**src/rtl/core/msu_pkg.sv**
```systemverilog
// Shared types, operation codes and constants of the VM memory and stack unit.
`timescale 1ns / 1ps
package msu_pkg;

	// Default store size in bytes
	localparam int MEM_BYTES_DEFAULT = 65536;

	// Stack pointer value after reset
	localparam logic [31:0] STACK_BASE_RESET = 32'h0001_0000;

	// Operation codes
	localparam logic [3:0] OP_RDBYTE = 4'd0;
	localparam logic [3:0] OP_WRBYTE = 4'd1;
	localparam logic [3:0] OP_RDWORD = 4'd2;
	localparam logic [3:0] OP_WRWORD = 4'd3;
	localparam logic [3:0] OP_FETCHB = 4'd4;
	localparam logic [3:0] OP_FETCHW = 4'd5;
	localparam logic [3:0] OP_PUSH   = 4'd6;
	localparam logic [3:0] OP_POP    = 4'd7;
	localparam logic [3:0] OP_FLAGS  = 4'd8;

	// Flag bit positions in the flags byte
	localparam int FLAG_SIGN   = 7;
	localparam int FLAG_ZERO   = 6;
	localparam int FLAG_PARITY = 2;

	// Commands from the controller to the datapath
	typedef struct packed {
		logic accept;     // input transfer this cycle: decode, update state, start access
		logic load_out;   // finished item moves into the output register
		logic clear_step; // clearing pass writes one row of every bank
	} msu_cmd_t;

	// Status from the datapath to the controller
	typedef struct packed {
		logic clear_last; // clearing pass is on its final row
	} msu_sts_t;

endpackage

```
**src/rtl/core/msu_ctrl.sv**
```systemverilog
// Controller state machine: clearing pass, item sequencing and output valid.
`timescale 1ns / 1ps
module msu_ctrl (
	input  logic              clk,
	input  logic              arst_n,
	input  logic              in_valid,
	output logic              in_stall,
	output logic              out_valid,
	input  logic              out_stall,
	output msu_pkg::msu_cmd_t cmd,
	input  msu_pkg::msu_sts_t sts
);
	import msu_pkg::*;

	localparam logic [1:0] ST_CLEAR = 2'd0;
	localparam logic [1:0] ST_IDLE  = 2'd1;
	localparam logic [1:0] ST_EXEC  = 2'd2;

	logic [1:0] state_q;
	logic [1:0] state_nxt;
	logic       out_valid_q;
	logic       out_free;

	// Handshake and commands
	assign in_stall       = (state_q != ST_IDLE);
	assign out_free       = !out_valid_q || !out_stall;
	assign cmd.accept     = in_valid && (state_q == ST_IDLE);
	assign cmd.load_out   = (state_q == ST_EXEC) && out_free;
	assign cmd.clear_step = (state_q == ST_CLEAR);
	assign out_valid      = out_valid_q;

	// Next state
	always_comb begin
		state_nxt = state_q;
		case (state_q)
			ST_CLEAR: begin
				if (sts.clear_last) begin
					state_nxt = ST_IDLE;
				end
			end
			ST_IDLE: begin
				if (cmd.accept) begin
					state_nxt = ST_EXEC;
				end
			end
			ST_EXEC: begin
				if (cmd.load_out) begin
					state_nxt = ST_IDLE;
				end
			end
			default: state_nxt = ST_CLEAR;
		endcase
	end

	// State and output valid registers
	always_ff @(posedge clk or negedge arst_n) begin
		if (!arst_n) begin
			state_q     <= ST_CLEAR;
			out_valid_q <= 1'b0;
		end else begin
			state_q <= state_nxt;
			if (cmd.load_out) begin
				out_valid_q <= 1'b1;
			end else if (!out_stall) begin
				out_valid_q <= 1'b0;
			end
		end
	end

endmodule

```
**config.mk**
```make
export PLATFORM = sky130hd
export DESIGN_NAME = msu_ctrl
export DESIGN_NICKNAME = d
export VERILOG_FILES = /design/src/rtl/core/msu_pkg.sv /design/src/rtl/core/msu_ctrl.sv
export SDC_FILE = /design/constraint.sdc
export NUM_CORES = 1
export LEC_CHECK = 0
export ABC_AREA = 1
export BUFFER_PORTS_ARGS = -buffer_cell sky130_fd_sc_hd__buf_2
export CAP_MARGIN = 5
export CORE_AREA = 2 2 39 41
export DETAILED_ROUTE_END_ITERATION = 12
export DIE_AREA = 0 0 41 43
export PLACE_DENSITY = 0.38
export SYNTH_ARGS = -nofsm -noshare
export SYNTH_HDL_FRONTEND = slang
export SYNTH_SLANG_ARGS = --single-unit
```
**constraint.sdc**
```tcl
create_clock -name clk -period 2.3 [get_ports clk]
set_clock_uncertainty 0.15 [all_clocks]
set_input_delay 0.46 -clock clk [delete_from_list [all_inputs] [get_ports clk]]
set_output_delay 0.46 -clock clk [all_outputs]
set_load 0.02 [all_outputs]
```
## After elaboration in Yosys (flattened, before gate mapping)

Index checks and enable logic that the tools add are counted.

| word-level totals | value |
|---|---|
| word-level logic and storage cells | 22 |
| bits of input ports | 5 |
| register bits | 3 |
| output and inout port bits | 5 |

| operators by class | value |
|---|---|
| reduce and logical (&&, ||, !) cells | 7 |
| equal/unequal tests | 7 |
| multiplexer cells | 6 |

Operator list:

| kind | number |
|---|---|
| 2-bit 2-to-1 mux | 3 |
| 2-bit by 1-bit inequality test with 1-bit output (second input constant) | 3 |
| 2-bit one-hot mux with 3 select lines | 1 |
| 2-bit inequality test (second input constant) | 2 |
| 3-bit AND reduction | 1 |
| 2-bit by 1-bit == test with 1-bit output (second input constant) | 1 |
| 2-bit == test (second input constant) | 1 |
| 1-bit logical AND | 2 |
| 1-bit zero test | 2 |
| 2-bit zero test | 1 |
| 1-bit 2-to-1 mux | 2 |
| 1-bit logical OR | 1 |

## Depth between registers and ports, before layout

| logic depth | value |
|---|---|
| depth after elaboration | 5 |
| mapped depth | 5 |
| depth with buffers taken out | 5 |

## Worst setup path before layout

OpenSTA, ideal clock, no wires.

| timing path | value |
|---|---|
| path kind | flip-flop to output port |
| from | reg state_q[1] |
| to | out cmd[2] in the netlist's numbering |
| slack | 770 ps |
| path buffers | 0 |
| required time | 1690 ps |
| arrival time | 920 ps |
| cell stages (with the launch flop) | 4 |
| cells stage by stage | dfrtp_1 inv_1 nand2_1 nor2_1 |

RTL lines:

| what | line | text |
|---|---|---|
| from (decl) | msu_ctrl.sv:19 | `logic [1:0] state_q;` |
| from (signal assigned) | msu_ctrl.sv:61 | `state_q <= state_nxt;` |
| to (decl) | msu_ctrl.sv:10 | `output msu_pkg::msu_cmd_t cmd,` |

==> results.yml <==
status:
  status: "finished, final reports clean"
clock_network:
  htreeDepth: 1
  clk_pin_slew_ns: 0.04
  post_cts_resized: 0
  cts_tree: "done"
  clock-sinks: 3
  clk_path_buf_depth: 2
  cts_setup_buffers: 0
  cts_buffers: 3
  root_buffer: "clkbuf_4"
  clock_latency_ns: 0.23
critical_path:
  cp_max_fo: 4
  cp-start-kind: "flop"
  crit_buf_inv: 2
  cp_top_family: "flip-flops"
  crit_arrival_ns: 1.07
  crit_type: "flop to primary output"
  critPathMostFrequentCell: "nor2_1"
  slowest_stage: "dfrtp_1"
  required_ns: 1.69
  slowest_delay_ns: 0.39
  critPathCaptureType: "primary output"
  crit_chain: "nor2_1, inv_1, nor2_1, buf_2"
global_route:
  grt.overflow.total: 0
  grt_pass1_wl_um: 552
  grt_start_max_net_pins: 5
  grt_pass1_vias: 160
  grt_usage: 0.05327
  antenna_found_initial: 0
layout:
  final_cell_mix: "buf_2, nand2_1, nor2_1, inv_1"
  n_antenna_cell: 0
  syn2layout_area_growth_pct: 68.64
  nFillCells: 165
  final_common_cell: "buf_2"
  fin_area_sq_um: 249.0
  fin_nets: 41
  drive_gt1_frac: 0.3429
die:
  die_area_sq_mm: 0.001763
  die_w_um: 41
  core_sq_mm: 0.001384
  num_io_pins: 10
  rows: 14
  die_h_um: 43
  initial_core_util: 0.1067
yosys:
  syn_avg_cell_area_sq_um: 7.031
  synth_nets: 26
  synth-seq-cells: 3
  yosysSeqAreaShare: 0.5085
  netlist_instances: 21
  ys_warn_count: 0
  synth_cell_type_count: 6
  netlist_area_sq_um: 147.6
sta:
  finalSetupViolations: 0
  fin_crit_ns: 1.681
  rsz0062_at_grt: "false"
  max_slew_margin: 0.9121
  tightest_slew_ns: 0.1304
  hold_viol: 0
  setup-tns-final_ns: 0
  fin_crit_sh: 0.7309
  slew_violations: 0
  worst_slack_ns: 0.6189
  fmax_ghz: 0.5948
drt:
  wl_met3_um: 37
  dr.pass1.iters: 4
  route.detailed.drc: 0
  vias: 162
  wl_per_cell_um: 6.392
  top_layer_used: "met3"
  ant_nets: 0
  wl_met1_um: 148
  routed_wl_um: 326
  wl_met2_um: 139
  vias_per_cell: 3.176
  first_iter_violations: 2
placed_design:
  portBuffers: 9
  place_congestion: 0.6782
  dp_slack_ns: 0.7327
  place_area_sq_um: 212.7
  hpwl_um: 271.8
worst_hold_path:
  hold_path_class: "input port to flop"
job:
  drv_cap: 0
power:
  leakage_nw: 0.1546
  irDropWorstVdd_mv: 0.3386
  p_total_uw: 331.9
  powerDensity_mw_per_mm2: 1333
-- stage by stage --
step	util	std cells	hold WS [ns]
after CTS	0.1799	51	0.3204
after floorplan	-	21	0.01441
after global routing	0.1799	51	0.3215
after global placement	0.1537	46	0.1089
final	0.1799	51	0.3238
after detailed placement	0.1537	46	0.1106
-- routing by layer --
| layer | track usage | vias to the layer above |
|---|---|---|
| met3 | 0.07853 | 0 |
| met5 | 0 | - |
| met2 | 0.05938 | 7 |
| met4 | 0.02000 | 0 |
| li1 | - | 88 |
| met1 | 0.05161 | 67 |
-- state kept, by name (all words and copies together), names as in the netlist --
name and flops:
out_valid 1, state_q 2
-- power breakdown --
part | internal (mW) | switching [mW]
combinational | 0.0507 | 0.100
sequential | 0.0765 | 0.0154
clock | 0.0648 | 0.0244
total | 0.192 | 0.140
-- Yosys cell counts (all sizes together) --
cell type,instances,area (sq um)
o21ai,1,5.000
nor2,5,18.77
dfrtp,3,75.07
nand2,6,22.52
inv,5,18.77
o21bai,1,7.510
-- area by class of cell --
| cell class | count | area (sq um) | share of cell area |
|---|---|---|---|
| Multi-Input combinational cell | 13 | 53.80 | 0.2161 |
| Inverter | 5 | 18.77 | 0.07538 |
| Tap cell | 16 | 20.02 | 0.08040 |
| Timing Repair Buffer | 10 | 55.05 | 0.2211 |
| Sequential cell | 3 | 75.07 | 0.3015 |
| Clock buffer | 4 | 26.28 | 0.1055 |
-- path summary, 6_finish.rpt --
path / startpoint / to / slack, ns / cells after the start
setup / recovery: state_q[0] / cmd[1] / 0.62 / 4
hold / removal: out_stall / out_valid / 0.32 / 3
setup reg to reg: state_q[0] / state_q[0] / 1.30 / 4
hold reg to reg: state_q[0] / state_q[0] / 0.35 / 1
max in group asynchronous: arst_n / state_q[0] / 1.48 / 2
min in group asynchronous: arst_n / out_valid / 0.41 / 2
-- worst register-to-register path, cell delays in order (launching register included) --
cell,delay (ns)
dfrtp_1,0.39
nor2_1,0.14
nand2_1,0.08
nand2_1,0.06
o21bai_1,0.05
-- kinds of logic (layout without fill, tap and decap cells) --
logic type | Yosys count | after routing | synth area share
compound gates | 2 | 2 | 0.08473
buf+inv | 5 | 19 | 0.1271
flops | 3 | 3 | 0.5085
simple gates | 11 | 11 | 0.2797
-- what timing repair did --
action / in CTS / in global routing
endpoints found under the hold margin: 3 / 0
endpoints found under the setup margin: 0 / 0
hold buffers: 1 / 0
Note: power is estimated with default switching activity, not from simulation.
